## src/hw/rtl/dfx_pkg.sv

```systemverilog
// shared types and constants for the diagnostic frame deframer
`timescale 1ns / 1ps
package dfx_pkg;

  localparam int unsigned MaxFrameLen = 255;

  localparam logic [7:0] Ovh8  = 8'd3;
  localparam logic [7:0] Ovh16 = 8'd4;

  typedef enum logic [2:0] {
    PH_ADDR   = 3'd0,
    PH_HEAD   = 3'd1,
    PH_LENLO  = 3'd2,
    PH_BODY8  = 3'd3,
    PH_BODY16 = 3'd4
  } phase_t;

  typedef enum logic [1:0] {
    ST_OK      = 2'd0,
    ST_CHKERR  = 2'd1,
    ST_INVALID = 2'd2,
    ST_INSUFF  = 2'd3
  } status_t;

  typedef enum logic {
    KIND_PAYLOAD = 1'b0,
    KIND_STATUS  = 1'b1
  } kind_t;

  typedef struct packed {
    kind_t      kind;
    logic [7:0] pbyte;
    logic [7:0] pidx;
    logic [7:0] addr;
    logic [7:0] cnt;
    status_t    status;
    logic [7:0] chk;
  } result_t;

endpackage

```

## src/hw/rtl/dfx_parser.sv

```systemverilog
// frame parse state and per-byte result logic
`timescale 1ns / 1ps
module dfx_parser #(
  parameter int unsigned MAX_FRAME_LEN = dfx_pkg::MaxFrameLen
) (
  input  logic             clk,
  input  logic             rst_n,
  input  logic             fire,
  input  logic [7:0]       byte_value,
  input  logic             eob,
  input  logic             frame_mode,
  output logic             res_valid,
  output dfx_pkg::result_t res
);

  localparam logic [7:0] MaxLen = 8'(MAX_FRAME_LEN);

  dfx_pkg::phase_t phase_r, phase_nxt;
  logic [7:0] addr_r, addr_nxt;
  logic [7:0] len_r, len_nxt;
  logic [7:0] seen_r, seen_nxt;
  logic [7:0] xor_r, xor_nxt;
  logic       inv_r, inv_nxt;

  logic       status_hit;
  logic [7:0] ovh;
  logic [7:0] seen_inc;
  logic [7:0] body_cnt;
  logic       bad3;
  logic       bad4;

  assign ovh      = (phase_r == dfx_pkg::PH_BODY8) ? dfx_pkg::Ovh8 : dfx_pkg::Ovh16;
  assign seen_inc = seen_r + 8'd1;
  assign body_cnt = len_r - ovh;
  assign bad3 = (byte_value == 8'd0) || (byte_value > MaxLen) ||
                (byte_value <= dfx_pkg::Ovh8);
  assign bad4 = (byte_value == 8'd0) || (byte_value > MaxLen) ||
                (byte_value <= dfx_pkg::Ovh16);

  // next phase
  always_comb begin
    phase_nxt = phase_r;
    case (phase_r)
      dfx_pkg::PH_HEAD: begin
        if (frame_mode) begin
          phase_nxt = (byte_value != 8'd0 || eob) ? dfx_pkg::PH_ADDR : dfx_pkg::PH_LENLO;
        end else begin
          phase_nxt = eob ? dfx_pkg::PH_ADDR : dfx_pkg::PH_BODY8;
        end
      end
      dfx_pkg::PH_LENLO: begin
        phase_nxt = eob ? dfx_pkg::PH_ADDR : dfx_pkg::PH_BODY16;
      end
      dfx_pkg::PH_BODY8, dfx_pkg::PH_BODY16: begin
        phase_nxt = status_hit ? dfx_pkg::PH_ADDR : phase_r;
      end
      default: begin
        phase_nxt = eob ? dfx_pkg::PH_ADDR : dfx_pkg::PH_HEAD;
      end
    endcase
  end

  // datapath and result
  always_comb begin
    addr_nxt   = addr_r;
    len_nxt    = len_r;
    seen_nxt   = seen_r;
    xor_nxt    = xor_r;
    inv_nxt    = inv_r;
    status_hit = 1'b0;
    res_valid  = 1'b0;
    res        = '0;
    res.addr   = addr_r;
    case (phase_r)
      dfx_pkg::PH_HEAD: begin
        xor_nxt  = xor_r ^ byte_value;
        seen_nxt = 8'd2;
        if (frame_mode) begin
          if (byte_value != 8'd0) begin
            res_valid  = 1'b1;
            res.kind   = dfx_pkg::KIND_STATUS;
            res.status = dfx_pkg::ST_INVALID;
          end else if (eob) begin
            res_valid  = 1'b1;
            res.kind   = dfx_pkg::KIND_STATUS;
            res.status = dfx_pkg::ST_INSUFF;
          end
        end else begin
          len_nxt = byte_value;
          inv_nxt = bad3;
          if (eob) begin
            res_valid  = 1'b1;
            res.kind   = dfx_pkg::KIND_STATUS;
            res.status = dfx_pkg::ST_INSUFF;
            res.cnt    = bad3 ? 8'd0 : byte_value - dfx_pkg::Ovh8;
          end
        end
      end
      dfx_pkg::PH_LENLO: begin
        xor_nxt  = xor_r ^ byte_value;
        seen_nxt = 8'd3;
        len_nxt  = byte_value;
        inv_nxt  = bad4;
        if (eob) begin
          res_valid  = 1'b1;
          res.kind   = dfx_pkg::KIND_STATUS;
          res.status = dfx_pkg::ST_INSUFF;
          res.cnt    = bad4 ? 8'd0 : byte_value - dfx_pkg::Ovh16;
        end
      end
      dfx_pkg::PH_BODY8, dfx_pkg::PH_BODY16: begin
        if (inv_r) begin
          seen_nxt = seen_inc;
          if (seen_inc >= ovh + 8'd1) begin
            status_hit = 1'b1;
            res_valid  = 1'b1;
            res.kind   = dfx_pkg::KIND_STATUS;
            res.status = dfx_pkg::ST_INVALID;
          end else if (eob) begin
            status_hit = 1'b1;
            res_valid  = 1'b1;
            res.kind   = dfx_pkg::KIND_STATUS;
            res.status = dfx_pkg::ST_INSUFF;
          end
        end else if (seen_r == len_r - 8'd1) begin
          // checksum byte
          status_hit = 1'b1;
          res_valid  = 1'b1;
          res.kind   = dfx_pkg::KIND_STATUS;
          res.cnt    = body_cnt;
          res.chk    = xor_r;
          res.status = (byte_value == xor_r) ? dfx_pkg::ST_OK : dfx_pkg::ST_CHKERR;
        end else if (eob) begin
          status_hit = 1'b1;
          res_valid  = 1'b1;
          res.kind   = dfx_pkg::KIND_STATUS;
          res.cnt    = body_cnt;
          res.status = dfx_pkg::ST_INSUFF;
        end else begin
          seen_nxt  = seen_inc;
          xor_nxt   = xor_r ^ byte_value;
          res_valid = 1'b1;
          res.kind  = dfx_pkg::KIND_PAYLOAD;
          res.pbyte = byte_value;
          res.pidx  = seen_r - (ovh - 8'd1);
          res.cnt   = body_cnt;
        end
      end
      default: begin
        addr_nxt = byte_value;
        xor_nxt  = byte_value;
        seen_nxt = 8'd1;
        len_nxt  = 8'd0;
        inv_nxt  = 1'b0;
        res.addr = byte_value;
        if (eob) begin
          res_valid  = 1'b1;
          res.kind   = dfx_pkg::KIND_STATUS;
          res.status = dfx_pkg::ST_INSUFF;
        end
      end
    endcase
  end

  always_ff @(posedge clk) begin
    if (!rst_n) begin
      phase_r <= dfx_pkg::PH_ADDR;
      addr_r  <= 8'd0;
      len_r   <= 8'd0;
      seen_r  <= 8'd0;
      xor_r   <= 8'd0;
      inv_r   <= 1'b0;
    end else if (fire) begin
      phase_r <= phase_nxt;
      addr_r  <= addr_nxt;
      len_r   <= len_nxt;
      seen_r  <= seen_nxt;
      xor_r   <= xor_nxt;
      inv_r   <= inv_nxt;
    end
  end

endmodule

```

## src/hw/rtl/diag_frame_deframer_xor_check_top.sv

```systemverilog
// top level of the diagnostic frame deframer with xor checksum
//
//   channel | dir | handshake         | payload
//   in_     | in  | in_valid/in_stall | in_byte_value, in_end_of_buffer
//   out_    | out | out_valid/out_stall | kind, byte, index, address, count,
//           |     |                   | status, computed check
//   cfg_    | in  | cfg_valid/cfg_ready | cfg_frame_mode
//
// one byte per cycle unless a stalled result blocks the input; from input to result
// a byte passes the input register, then parse logic into the output register
// a byte that gives no result never waits on the output side
// reset is synchronous and active low; it clears parse state and frame_mode
// a stalled result holds the output register, and the input register then
// stalls the input only when its byte has a result to deliver
`timescale 1ns / 1ps
module diag_frame_deframer_xor_check_top #(
  parameter int unsigned MAX_FRAME_LEN = dfx_pkg::MaxFrameLen
) (
  input  logic       clk,
  input  logic       rst_n,
  input  logic       in_valid,
  output logic       in_stall,
  input  logic [7:0] in_byte_value,
  input  logic       in_end_of_buffer,
  output logic       out_valid,
  input  logic       out_stall,
  output logic       out_result_kind,
  output logic [7:0] out_payload_byte,
  output logic [7:0] out_payload_index,
  output logic [7:0] out_frame_address,
  output logic [7:0] out_data_count,
  output logic [1:0] out_frame_status,
  output logic [7:0] out_computed_check,
  input  logic       cfg_valid,
  output logic       cfg_ready,
  input  logic       cfg_frame_mode
);

  logic             s1_valid_r;
  logic [7:0]       s1_byte_r;
  logic             s1_eob_r;
  logic             mode_r;
  logic             out_valid_r;
  dfx_pkg::result_t out_res_r;

  logic             res_valid;
  dfx_pkg::result_t res;
  logic             out_free;
  logic             s1_go;
  logic             in_take;

  assign out_free  = !out_valid_r || !out_stall;
  assign s1_go     = s1_valid_r && (!res_valid || out_free);
  assign in_stall  = s1_valid_r && !s1_go;
  assign in_take   = in_valid && !in_stall;
  assign cfg_ready = 1'b1;

  dfx_parser #(
    .MAX_FRAME_LEN(MAX_FRAME_LEN)
  ) u_parser (
    .clk        (clk),
    .rst_n      (rst_n),
    .fire       (s1_go),
    .byte_value (s1_byte_r),
    .eob        (s1_eob_r),
    .frame_mode (mode_r),
    .res_valid  (res_valid),
    .res        (res)
  );

  always_ff @(posedge clk) begin
    if (!rst_n) begin
      mode_r <= 1'b0;
    end else if (cfg_valid && cfg_ready) begin
      mode_r <= cfg_frame_mode;
    end
  end

  // input register
  always_ff @(posedge clk) begin
    if (!rst_n) begin
      s1_valid_r <= 1'b0;
    end else if (!in_stall) begin
      s1_valid_r <= in_valid;
    end
  end

  always_ff @(posedge clk) begin
    if (in_take) begin
      s1_byte_r <= in_byte_value;
      s1_eob_r  <= in_end_of_buffer;
    end
  end

  // output register
  always_ff @(posedge clk) begin
    if (!rst_n) begin
      out_valid_r <= 1'b0;
    end else if (out_free) begin
      out_valid_r <= s1_go && res_valid;
    end
  end

  always_ff @(posedge clk) begin
    if (out_free && s1_go && res_valid) begin
      out_res_r <= res;
    end
  end

  assign out_valid          = out_valid_r;
  assign out_result_kind    = out_res_r.kind;
  assign out_payload_byte   = out_res_r.pbyte;
  assign out_payload_index  = out_res_r.pidx;
  assign out_frame_address  = out_res_r.addr;
  assign out_data_count     = out_res_r.cnt;
  assign out_frame_status   = out_res_r.status;
  assign out_computed_check = out_res_r.chk;

`ifndef SYNTHESIS
  a_payload_status_ok: assert property (@(posedge clk) disable iff (!rst_n)
    out_valid_r && out_res_r.kind == dfx_pkg::KIND_PAYLOAD |->
      out_res_r.status == dfx_pkg::ST_OK)
    else $error("payload transaction carries a nonzero status");

  a_payload_index_range: assert property (@(posedge clk) disable iff (!rst_n)
    out_valid_r && out_res_r.kind == dfx_pkg::KIND_PAYLOAD |->
      out_res_r.pidx < out_res_r.cnt)
    else $error("payload index not below data count");

  a_check_zero: assert property (@(posedge clk) disable iff (!rst_n)
    out_valid_r && (out_res_r.status == dfx_pkg::ST_INVALID ||
                    out_res_r.status == dfx_pkg::ST_INSUFF) |->
      out_res_r.chk == 8'd0)
    else $error("computed check set on invalid or insufficient status");

  a_stall_cause: assert property (@(posedge clk) disable iff (!rst_n)
    in_stall |-> s1_valid_r && res_valid && out_valid_r && out_stall)
    else $error("input stalled without a blocked result");
`endif

endmodule
```

## config.mk

```make
export PLATFORM = sky130hd
export DESIGN_NAME = diag_frame_deframer_xor_check_top
export DESIGN_NICKNAME = d
export VERILOG_FILES = /design/src/hw/rtl/dfx_pkg.sv /design/src/hw/rtl/dfx_parser.sv /design/src/hw/rtl/diag_frame_deframer_xor_check_top.sv
export SDC_FILE = /design/constraint.sdc
export NUM_CORES = 1
export LEC_CHECK = 0
export BUFFER_PORTS_ARGS = -buffer_cell sky130_fd_sc_hd__buf_2
export CAP_MARGIN = 20
export CORE_ASPECT_RATIO = 0.75
export CORE_MARGIN = 10
export CORE_UTILIZATION = 43
export CTS_BUF_LIST = sky130_fd_sc_hd__clkbuf_8
export CTS_CLUSTER_DIAMETER = 30
export DETAILED_ROUTE_END_ITERATION = 10
export PLACE_DENSITY = 0.66
export SETUP_SLACK_MARGIN = 0.5
export SLEW_MARGIN = 15
export SYNTH_ARGS = -nofsm -noshare
export SYNTH_HDL_FRONTEND = slang
export SYNTH_HIERARCHICAL = 1
export SYNTH_SLANG_ARGS = --single-unit
```

## constraint.sdc

```tcl
create_clock -name clk -period 4.6 [get_ports clk]
set_input_delay 0 -clock clk [delete_from_list [all_inputs] [get_ports clk]]
set_output_delay 0 -clock clk [all_outputs]
set_load 0.1 [all_outputs]
```

## Word-level counts from Yosys, hierarchy flattened

Index checks and enable logic that the tools add are counted.

- Word-level logic and storage cells: 120
- Output and inout bits: 46
- Register bits after elaboration: 91

- Bitwise operators: 3
- Add/subtract/negate cells: 8
- Order comparisons: 4
- Equal/unequal tests: 13
- Reduce and logical (&&, ||, !) cells: 28
- Muxes and demuxes: 46

Operator list:

| cell | count |
|---|---|
| 8-bit two-way mux | 12 |
| 8-bit one-hot mux with 3 select lines | 3 |
| 10-bit two-way mux | 2 |
| 8-bit by 1-bit adder with 8-bit output (second input constant) | 2 |
| 8-bit equality test | 2 |
| 2-bit two-way mux | 8 |
| 8-bit one-hot mux with 2 select lines | 1 |
| 8-bit by 1-bit subtractor with 8-bit output (second input constant) | 2 |
| 3-bit two-way mux | 4 |
| 1-bit two-way mux | 11 |
| 3-bit one-hot mux with 3 select lines | 1 |
| 8-bit >= comparator | 1 |
| 8-bit greater-than comparator (second input constant) | 1 |
| 8-bit by 2-bit <= comparator with 1-bit output (second input constant) | 1 |
| 8-bit by 3-bit <= comparator with 1-bit output (second input constant) | 1 |
| 8-bit logical NOT | 1 |
| 2-bit inequality test (second input constant) | 4 |
| 8-bit nonzero test | 1 |
| 4-bit OR reduction | 2 |
| 8-bit by 2-bit subtractor with 8-bit output (second input constant) | 1 |
| 8-bit by 3-bit subtractor with 8-bit output | 1 |
| 8-bit by 3-bit subtractor with 8-bit output (second input constant) | 1 |
| 8-bit subtractor | 1 |
| 8-bit bitwise XOR | 1 |
| 17 further kinds | 37 |

## Longest topological paths before layout

Gate-level depths: netlist of the first run.

- Word-level depth: 14
- Mapped depth: 14
- Gate-level depth less buffers: 13

## By module

Netlist of the first run, hierarchy kept.

Modules (own cells, without submodules):

| module | sequential area each (um2) | area an instance (um2) | times used | cells an instance |
|---|---|---|---|---|
| dfx_parser | 720.7 | 3352.0 | 1 | 447 |
| diag_frame_deframer_xor_check_top | 1621.6 | 1704.1 | 1 | 68 |

## Worst setup path after synthesis of the first run

No wires, ideal clock.

- Path type: reg2reg
- Start point: register s1_byte_r[2]
- End point: register out_res_r, in the netlist out_computed_check[0], enable pin
- Slack: 247 ps
- Setup time: 458 ps
- Arrival: 3895 ps
- Cell stages (with the launch flop): 10
- Data required time: 4142 ps
- Path through: edfxtp_1 -> clkbuf_1 -> inv_1 -> ha_1 -> a31oi_1 -> a21oi_1 -> a211o_1 -> nand2_1 -> nand2_1 -> a21oi_1

- Word-level cells in the longest chain between the ends: 9

RTL lines:

| element | line | source |
|---|---|---|
| from (decl) | diag_frame_deframer_xor_check_top.sv:40 | `logic [7:0] s1_byte_r;` |
| from (signal assigned) | diag_frame_deframer_xor_check_top.sv:90 | `s1_byte_r <= in_byte_value;` |
| 8-bit nonzero test (*) | dfx_parser.sv:79 | `if (byte_value != 8'd0) begin` |
| 1-bit two-way mux (*) | dfx_parser.sv:79 |  |
| 1-bit two-way mux (*) | dfx_parser.sv:78 | `if (frame_mode) begin` |
| 1-bit one-hot mux with 2 select lines (*) | dfx_parser.sv:74 | `case (phase_r)` |
| via res_valid | diag_frame_deframer_xor_check_top.sv:46 | `logic res_valid;` |
| 1-bit logical NOT | diag_frame_deframer_xor_check_top.sv:53 | `assign s1_go = s1_valid_r && (!res_valid \|\| out_free);` |
| 1-bit logical OR | diag_frame_deframer_xor_check_top.sv:53 |  |
| 1-bit logical AND | diag_frame_deframer_xor_check_top.sv:53 |  |
| 1-bit logical AND | diag_frame_deframer_xor_check_top.sv:105 | `if (out_free && s1_go && res_valid) begin` |
| 1-bit logical AND (*) | diag_frame_deframer_xor_check_top.sv:105 |  |
| to (signal assigned) | diag_frame_deframer_xor_check_top.sv:106 | `out_res_r <= res;` |
| to (decl) | diag_frame_deframer_xor_check_top.sv:44 | `dfx_pkg::result_t out_res_r;` |

The timed path passes the listed nets; every way through them passes the cells marked *.
A chain may end at the register's enable or synchronous reset.

## Final worst setup path of the first run

- Start point: register u_parser.phase_r[2]
- End point: register u_parser.seen_r[2]

- Word-level cells in the longest chain between the ends: 11
- Elaborated cells on any way between the ends: 18

RTL lines:

| element | line | source |
|---|---|---|
| from (decl) | dfx_parser.sv:18 | `dfx_pkg::phase_t phase_r, phase_nxt;` |
| from (signal assigned) | dfx_parser.sv:167 | `phase_r <= dfx_pkg::PH_ADDR;` |
| from (signal assigned) | dfx_parser.sv:174 | `phase_r <= phase_nxt;` |
| 3-bit by 2-bit equality test with 1-bit output | dfx_parser.sv:32, dfx_parser.sv:74 |  |
| 3-bit two-way mux | dfx_parser.sv:32 | `assign ovh = (phase_r == dfx_pkg::PH_BODY8) ? dfx_pkg::Ovh8 : dfx_pkg::Ovh16;` |
| 8-bit by 1-bit adder with 8-bit output | dfx_parser.sv:114 | `if (seen_inc >= ovh + 8'd1) begin` |
| 8-bit >= comparator | dfx_parser.sv:114 |  |
| 1-bit two-way mux | dfx_parser.sv:114 |  |
| 1-bit two-way mux | dfx_parser.sv:112 | `if (inv_r) begin` |
| 1-bit one-hot mux with 2 select lines (*) | dfx_parser.sv:74 |  |
| via res_valid | diag_frame_deframer_xor_check_top.sv:46 |  |
| 1-bit logical NOT (*) | diag_frame_deframer_xor_check_top.sv:53 |  |
| 1-bit logical OR (*) | diag_frame_deframer_xor_check_top.sv:53 |  |
| 1-bit logical AND (*) | diag_frame_deframer_xor_check_top.sv:53 |  |
| via s1_go | diag_frame_deframer_xor_check_top.sv:49 | `logic s1_go;` |
| 3-bit AND reduction (no line) (*) | - |  |
| to (signal assigned) | dfx_parser.sv:177 | `seen_r <= seen_nxt;` |
| to (decl) | dfx_parser.sv:21 | `logic [7:0] seen_r, seen_nxt;` |

Marked as above.

==> run_results.csv, run 1 <==
group,metric,value,unit
run_status,status,"finished clean",
min_path,holdPathStages,2,
cells_and_area,register_area,2340,sq um
drt,vias,3992,
drt,wire_per_inst,17.0,um
synth,synth_nets,544,
synth,synth_most_common_cell,"nand2_1",
global_route,antenna_found_initial,0,
drt,drt-vias-per-instance,5.42,
power_and_ir_drop,powerDensity,289,nW/um^2
cells_and_area,multi_input_area,2470,sq um
die,coreArea,11500,sq um
critical_path,crit_path_cell_trace,"nand3b_1 -> ha_1 -> nor3b_1 -> nand2_1 -> o311ai_2 -> o211ai_1 -> nand2_1 -> nand2_1 -> a31oi_1 -> o31ai_1 -> a41o_1 -> or4b_1 -> a21oi_1",
die,start_util,43.9,%
synth,ys_async_sr_fraction,0,%
min_path,min-delay-path-class,"in -> reg",
critical_path,slowest_stage,"or4b_1",
sta,period_share,79.6,%
power_and_ir_drop,peakVddDrop,0.170,mV
drt,first_iter_violations,357,
clock_network,clockBufferDepth,2,
clock_network,clock_latency,0.37,ns
global_route,grt_max_degree,29,
cells_and_area,layout.nets,598,
placed_design,pre_cts_slack,0.715,ns
synth,syn_avg_cell_area,9.82,sq um
synth,synth-edff-count,52,
drt,drc,0,
critical_path,crit_family,"simple AND/OR/NAND/NOR gates",
critical_path,cp-end-kind,"flop",
synth,ys.flop_type,"edfxtp_1",
synth,synth_area,5060,sq um
critical_path,critical_path_depth,13,
synth,post_synth_inst_count,515,
critical_path,crit_fanout,14,
flow_run,drv_cap,0,
sta,hold_viol,0,
cells_and_area,areaGrowthSynthToFinish,14.5,%
global_route,grt-ovfl-total,0,
power_and_ir_drop,fin_total_pwr,0.00167,W
critical_path,required,4.90,ns
global_route,grt_pass1_wl,20400,um
cells_and_area,num-fill-cells,1051,
critical_path,crit_buf_inv,0,
critical_path,max_stage_delay,0.52,ns
synth,ys_types,72,
critical_path,crit_type,"reg -> reg",
sta,worstMarginPinSlew,1.06,ns
sta,post-route-min-period,3.66,ns
placed_design,dpl.hpwl,8940,um
placed_design,place_congestion,0.859,
sta,finalSetupViolCount,0,
global_route,grt_pass1_vias,3849,
synth,synth_top_area_cell,"edfxtp_1",
drt,ant_nets,0,
synth,yosys-top-cells-area,"edfxtp_1 (31%), dfxtp_1 (15%), nand2_1 (3.9%)",
critical_path,r2r_slack,0.94,ns
cells_and_area,n_antenna_cell,0,
clock_network,clock-sinks,91,
clock_network,cts-root-buf,"clkbuf_8",
synth,ys_seq_area_share,46.3,%
cells_and_area,drive_gt1_share,19.2,%
clock_network,cts_tree,"built",
clock_network,clkTransAtPathRegs,0.09,ns
synth,synth-seq-cells,91,
synth,synth_top_area_share,30.9,%
drt,wl,12500,um
synth,synth.cells.most_frequent,"nand2_1 (53), edfxtp_1 (52), dfxtp_1 (39)",
synth,yosys_warnings,6,
sta,slew_headroom,29.5,%
clock_network,h-tree-depth,3,
sta,clock.fmax,273,MHz
sta,rsz0062_at_grt,"false",
cells_and_area,final_core_util,50.2,%
critical_path,cp_common_cell,"nand2_1",
die,fp.dieW,145,um
drt,dr.pass1.iters,5,
critical_path,cp.arrival,3.96,ns
die,dieArea,16500,sq um
sta,setup_slack,0.939,ns
die,die_y,114,um
die,row_count,34,
critical_path,startpoint_type,"flop",
die,pin_count,61,
sta,drv_slew,0,
critical_path,reg2reg_depth,13,
placed_design,port_buffers,59,
sta,setup-tns-final,0,ns
sta,skew,0.00902,ns
global_route,grt_util_all_layers,15.0,%
clock_network,numCtsBuffers,9,
power_and_ir_drop,p_leak,2.24,nW
-- kinds of logic after synthesis --
kind of cell               synth area share, %
other                                   0.0742
DFF                                       46.3
AOI/OAI and AO/OA                         16.1
and+or+nand+nor                           19.7
buffers and inverters                     5.25
adders and majority gates                 3.61
muxes                                     2.57
xor gates and xnor gates                  6.34
-- through the flow --
stage	cells	area [sq um]	hold slack, ns
after CTS	736	5780	0.00133
after floorplan	515	5060	0.0989
after global placement	705	5440	0.179
final	736	5790	0.0185
after detailed placement	706	5460	0.179
after global routing	736	5790	0.0134
-- report_power, final --
part / internal, W / switching, W / leakage [nW]
clock: 0.000199 / 0.000297 / 0.0876
sequential: 0.000887 / 0.0000331 / 0.792
combinational: 0.0000713 / 0.000185 / 1.36
total: 0.00116 / 0.000516 / 2.24
-- registers in the layout, indices dropped and copies added (netlist names) --
register            flops
u_parser/xor_r          8
out_payload_byte        8
out_payload_index       8
out_frame_status        2
u_parser/phase_r        3
s1_eob_r                1
out_result_kind         1
u_parser/inv_r          1
out_data_count          8
out_computed_check      8
u_parser/len_r          8
u_parser/seen_r         8
s1_byte_r               8
u_parser/addr_r         8
mode_r                  1
out_valid               1
s1_valid_r              1
out_frame_address       8
-- final timing paths --
kind	start	end
max	u_parser/phase_r[2]	u_parser/seen_r[2]
min	rst_n	out_valid
min reg2reg	u_parser/addr_r[1]	u_parser/addr_r[1]
max reg2reg	u_parser/phase_r[2]	u_parser/seen_r[2]
-- routing by layer --
layer	GRT usage (%)	part of all wire [%]	up-vias
met3	5.10	7.9	14
met2	22.2	43	147
met4	3.63	1.1	0
met5	0	0	-
li1	-	-	1952
met1	20.7	48	1879
-- placed cells by master (no fill, tap or decap), types with 14 or more instances in the layout --
master	Yosys	final
dfxtp_1	39	37
inv_1	25	25
edfxtp_1	52	52
o21ai_0	31	31
and2_1	16	16
dlygate4sd3_1	0	14
buf_2	11	59
a21oi_1	25	24
xnor2_1	15	15
xor2_1	16	16
nand2_1	53	53
nand3_1	27	27
nor2_1	32	32
-- cell type report --
class,instances,area share [%]
Multi-Input combinational cell,362,42.6
Sequential cell,91,40.5
Timing Repair Buffer,79,8.65
Tap cell,162,3.50
Clock buffer,9,2.14
Inverter,26,1.69
Clock inverter,7,0.886
-- repair_timing --
item                                    CTS  global route
hold buffers                             14             0
endpoints found under the setup margin    0            15
setup buffers                             0             0
resized for setup                         0             4
hold endpoints to repair                 12             0
(Power assumes the default switching activity.)
==> run 2: changes to the inputs <==
Clock period 4.6 ns to 3.2 ns, I/O delays scaled along.
==> run_results.csv, run 2 (same netlist as run 1, synthesis figures left out) <==
group,metric,value,unit
min_path,holdPathStages,2,
critical_path,reg2reg_depth,13,
drt,wire_per_inst,18.6,um
run_status,status,"finished clean",
die,coreArea,11500,sq um
clock_network,clock_latency,0.38,ns
min_path,min-delay-path-class,"in -> reg",
global_route,grt_pass1_vias,4093,
drt,dr.pass1.iters,5,
sta,post-route-min-period,2.99,ns
placed_design,place_congestion,0.878,
clock_network,cts_tree,"built",
drt,drt-vias-per-instance,5.59,
cells_and_area,final_core_util,56.5,%
drt,vias,4388,
drt,drc,0,
clock_network,clkTransAtPathRegs,0.10,ns
critical_path,crit_fanout,5,
sta,finalSetupViolCount,0,
critical_path,crit_type,"reg -> reg",
drt,ant_nets,0,
critical_path,cp-end-kind,"flop",
drt,wl,14600,um
sta,slew_headroom,33.8,%
power_and_ir_drop,power_frac_comb,18.7,%
cells_and_area,drive_gt1_share,30.5,%
power_and_ir_drop,powerDensity,388,nW/um^2
die,dieArea,16500,sq um
cells_and_area,final_cell_mix,"buf_2 (58), edfxtp_1 (52), nand2_1 (50)",
power_and_ir_drop,p_sw_share,31.7,%
global_route,grt_pass1_wl,21700,um
die,row_count,34,
power_and_ir_drop,peakVddDrop,0.259,mV
die,die_y,114,um
clock_network,clock-sinks,91,
sta,rsz0062_at_grt,"true",
global_route,grt_max_degree,39,
global_route,antenna_found_initial,0,
power_and_ir_drop,share_seq_of_total_power,51.6,%
clock_network,cts-root-buf,"clkbuf_8",
die,pin_count,61,
placed_design,port_buffers,59,
cells_and_area,num-fill-cells,1011,
clock_network,clockBufferDepth,2,
clock_network,h-tree-depth,3,
sta,setup-tns-final,0,ns
sta,setup_slack,0.206,ns
sta,period_share,93.5,%
cells_and_area,layout.nets,647,
critical_path,cp.arrival,3.31,ns
drt,first_iter_violations,513,
flow_run,drv_cap,0,
placed_design,pre_cts_slack,0.169,ns
sta,hold_viol,0,
cells_and_area,final_common_cell,"buf_2",
sta,skew,0.0128,ns
power_and_ir_drop,pwr-share-clk,29.7,%
power_and_ir_drop,p_leak,2.58,nW
critical_path,startpoint_type,"flop",
critical_path,required,3.52,ns
sta,clock.fmax,334,MHz
placed_design,dpl.hpwl,9440,um
global_route,grt_util_all_layers,16.0,%
die,start_util,43.9,%
cells_and_area,areaGrowthSynthToFinish,28.9,%
sta,drv_slew,0,
power_and_ir_drop,switchingPower,0.000800,W
cells_and_area,n_antenna_cell,0,
die,fp.dieW,145,um
global_route,grt-ovfl-total,0,
clock_network,numCtsBuffers,9,
power_and_ir_drop,p_int,0.00173,W
sta,worstMarginPinSlew,0.993,ns
[run 2: cell types whose count changed in the layout (fill, tap and decap cells not counted), sizes merged]
cell    delta
buf       +43
clkbuf     +5
clkinv     -2
inv        +2
and3       +1
[run 2: final timing paths]
check,from,to,slack [ns]
max,u_parser/phase_r[2],u_parser/seen_r[2],0.21
min,in_byte_value[0],s1_byte_r[0],0.34
max reg2reg,u_parser/phase_r[2],u_parser/seen_r[2],0.21
min reg2reg,u_parser/addr_r[4],u_parser/addr_r[4],0.50
[run 2: layout make-up]
type                            instances  area [sq um]  area share (%)
Tap cell                              162           203            3.11
Clock inverter                          7          58.8           0.902
Inverter                               26          97.6            1.50
Multi-Input combinational cell        363          2660            40.8
Sequential cell                        91          2340            36.0
Clock buffer                            9           124            1.90
Timing Repair Buffer                  127          1030            15.8
[run 2: through the flow]
stage	power [W]	instances	cell area, sq um	hold WS, ns
2_1_floorplan	0.00163	515	5120	0.0989
3_3_place_gp	0.00172	726	5650	0.179
3_5_place_dp	0.00172	726	5650	0.178
4_1_cts	0.00249	765	6120	0.320
5_1_grt	0.00262	785	6520	0.319
6_report	0.00253	785	6520	0.336
[run 2: timing repair]
item                                    CTS  global route
endpoints found under the hold margin    12             0
pin swaps                                20            16
gates cloned                              1             9
endpoints found under the setup margin   45           118
hold buffers                             14             0
setup buffers                             8            11
resized for setup                        19            30
[run 2: worst max-delay path: stages, from the launching register on]
cell and delay, ns:
dfxtp_2 0.33, nand3b_1 0.18, ha_1 0.31, nor3b_2 0.22
nand2_1 0.11, o311ai_2 0.27, o211ai_1 0.17, nand2_1 0.10
nand2_2 0.07, a31oi_4 0.18, o31ai_2 0.10, a41o_2 0.29
or4b_4 0.49, a21oi_2 0.11
[run 2: power groups by stage]
stage	logic (W)	clock network, W	registers, W
detailed placement	0.000393	0	0.00133
global route	0.000499	0.000816	0.00131
floorplan	0.000178	0	0.00145
global placement	0.000388	0	0.00133
CTS	0.000423	0.000769	0.00130
finish	0.000472	0.000750	0.00130
[run 2: metal layers]
metal	GRT usage, %	part of all wire (%)
met2	23.2	43
met1	22.8	45
met4	4.03	1.2
met3	4.51	11
met5	0	0
==> run 3: changes to the inputs <==
Settings changed: PLACE_DENSITY 0.66 to 0.64, SKIP_LAST_GASP set to 1.
Clock period 3.2 ns to 3.5 ns, I/O delays scaled along.
==> run_results.csv, run 3 (same netlist as run 1, synthesis figures left out) <==
group,metric,value,unit
run_status,status,"finished clean",
drt,wl,13500,um
global_route,grt_pass1_wl,21200,um
global_route,grt_pass1_vias,4098,
critical_path,crit_path_cell_trace,"nand3b_1 -> ha_1 -> nor3b_2 -> nand2_1 -> o311ai_4 -> o211ai_1 -> nand2_1 -> nand2_2 -> a31oi_4 -> o31ai_1 -> a41o_1 -> or4b_1 -> a21oi_2",
clock_network,cts_tree,"built",
sta,hold_viol,0,
clock_network,clockBufferDepth,2,
critical_path,crit_fanout,5,
die,fp.dieW,145,um
clock_network,clkTransAtPathRegs,0.08,ns
placed_design,dpl.hpwl,9460,um
placed_design,place_inst,723,
sta,setup-tns-final,0,ns
cells_and_area,final_common_cell,"buf_2",
critical_path,slowest_stage,"or4b_1",
sta,slew_headroom,33.0,%
cells_and_area,areaGrowthSynthToFinish,20.4,%
critical_path,reg2reg_depth,13,
drt,dr.pass1.iters,5,
clock_network,clock_latency,0.37,ns
placed_design,port_buffers,59,
clock_network,clock-sinks,91,
critical_path,r2r_start,"u_parser/phase_r[2]",
cells_and_area,stdcell_count,759,
placed_design,place_congestion,0.912,
power_and_ir_drop,powerDensity,377,nW/um^2
clock_network,numCtsBuffers,9,
cells_and_area,n_antenna_cell,0,
min_path,min-delay-path-class,"in -> reg",
clock_network,h-tree-depth,3,
die,start_util,43.9,%
drt,first_iter_violations,422,
critical_path,cp.arrival,3.29,ns
cells_and_area,drive_gt1_share,24.3,%
cells_and_area,final_core_util,52.8,%
cells_and_area,layout.nets,621,
drt,wire_per_inst,17.8,um
critical_path,crit_type,"reg -> reg",
critical_path,crit_start,"u_parser/phase_r[2]",
critical_path,cp-end-kind,"flop",
critical_path,startpoint_type,"flop",
sta,finalSetupViolCount,0,
power_and_ir_drop,p_leak,2.41,nW
power_and_ir_drop,peakVddDrop,0.229,mV
sta,skew,0.0155,ns
sta,drv_slew,0,
sta,post-route-min-period,3.01,ns
drt,ant_nets,0,
die,die_y,114,um
critical_path,r2r_slack,0.49,ns
die,row_count,34,
die,dieArea,16500,sq um
critical_path,cp_common_cell,"nand2_1",
flow_run,drv_cap,0,
clock_network,cts-root-buf,"clkbuf_8",
sta,hold-worst-slack,0.0141,ns
drt,drt-vias-per-instance,5.57,
die,coreArea,11500,sq um
die,pin_count,61,
critical_path,required,3.78,ns
global_route,antenna_found_initial,0,
global_route,grt-ovfl-total,0,
sta,worstMarginPinSlew,1.00,ns
global_route,grt_util_all_layers,15.6,%
critical_path,critPathCapture,"u_parser/seen_r[2]",
critical_path,reg2reg_to,"u_parser/seen_r[2]",
drt,drc,0,
cells_and_area,final_cell_mix,"buf_2 (60), nand2_1 (52), edfxtp_1 (52)",
critical_path,max_stage_delay,0.50,ns
global_route,grt_max_degree,39,
sta,clock.fmax,332,MHz
drt,vias,4224,
sta,period_share,86.0,%
sta,rsz0062_at_grt,"true",
[run 3: changes by cell type in the layout (fill, tap and decap cells not counted), moves of 3 or more]
cell / before / now
buf_12: 6 / 1
a21oi_1: 19 / 22
buf_6: 5 / 1
a21oi_2: 5 / 2
buf_4: 38 / 25
clkbuf_16: 5 / 0
[run 3: how the worst min path moves through the flow]
stage,from,end,cells after the start
after floorplan,in_byte_value[0],s1_byte_r[0],0
after global placement,in_byte_value[5],s1_byte_r[5],1
after detailed placement,in_end_of_buffer,s1_eob_r,1
after CTS,rst_n,mode_r,2
after global routing,rst_n,out_valid,2
final,rst_n,out_valid,2
[run 3: layout make-up]
| type | count | area, sq um |
|---|---|---|
| sequential | 91 | 2350 |
| timing repair buffer | 102 | 687 |
| inverter | 26 | 97.6 |
| clock buffer | 10 | 138 |
| fill | 1056 | 5440 |
| multi-input combinational | 362 | 2550 |
| tap | 162 | 203 |
| clock inverter | 6 | 58.8 |
[run 3: timing repair]
action | CTS | global route
gates resized for setup | 8 | 13
gates cloned | 0 | 1
setup endpoints to repair | 26 | 27
hold buffers | 14 | 0
buffers inserted | 2 | 3
pin swaps | 6 | 8
hold endpoints to repair | 12 | 0
[run 3: per-stage QoR]
stage | cell area (sq um) | worst slack, ns | power, W
CTS | 6010 | 0.500 | 0.00230
global route | 6090 | 0.346 | 0.00238
global placement | 5600 | 0.460 | 0.00156
finish | 6090 | 0.491 | 0.00229
detailed placement | 5620 | 0.333 | 0.00157
floorplan | 5090 | 0.491 | 0.00149
[run 3: per-layer routing]
layer,vias to the layer above,part of all wire [%],wire (um),track usage [%]
met5,-,0,0,0
met4,0,1.5,205,5.24
met3,17,7.5,1020,4.39
met2,168,43,5770,22.9
met1,2038,48,6500,21.8
li1,2001,-,-,-
[run 3: worst max-delay path, delay by kind of cell (launching register included)]
kind | cells | cell delay (ns)
and+or+nand+nor | 6 | 1.21
AOI/OAI and AO/OA | 6 | 1.12
DFF | 1 | 0.31
adders and majority gates | 1 | 0.30
[run 3: report_power, final]
part,internal [W],switching (W)
Sequential,0.00117,0.0000254
Combinational,0.000109,0.000273
Clock,0.000346,0.000375
Total,0.00162,0.000674
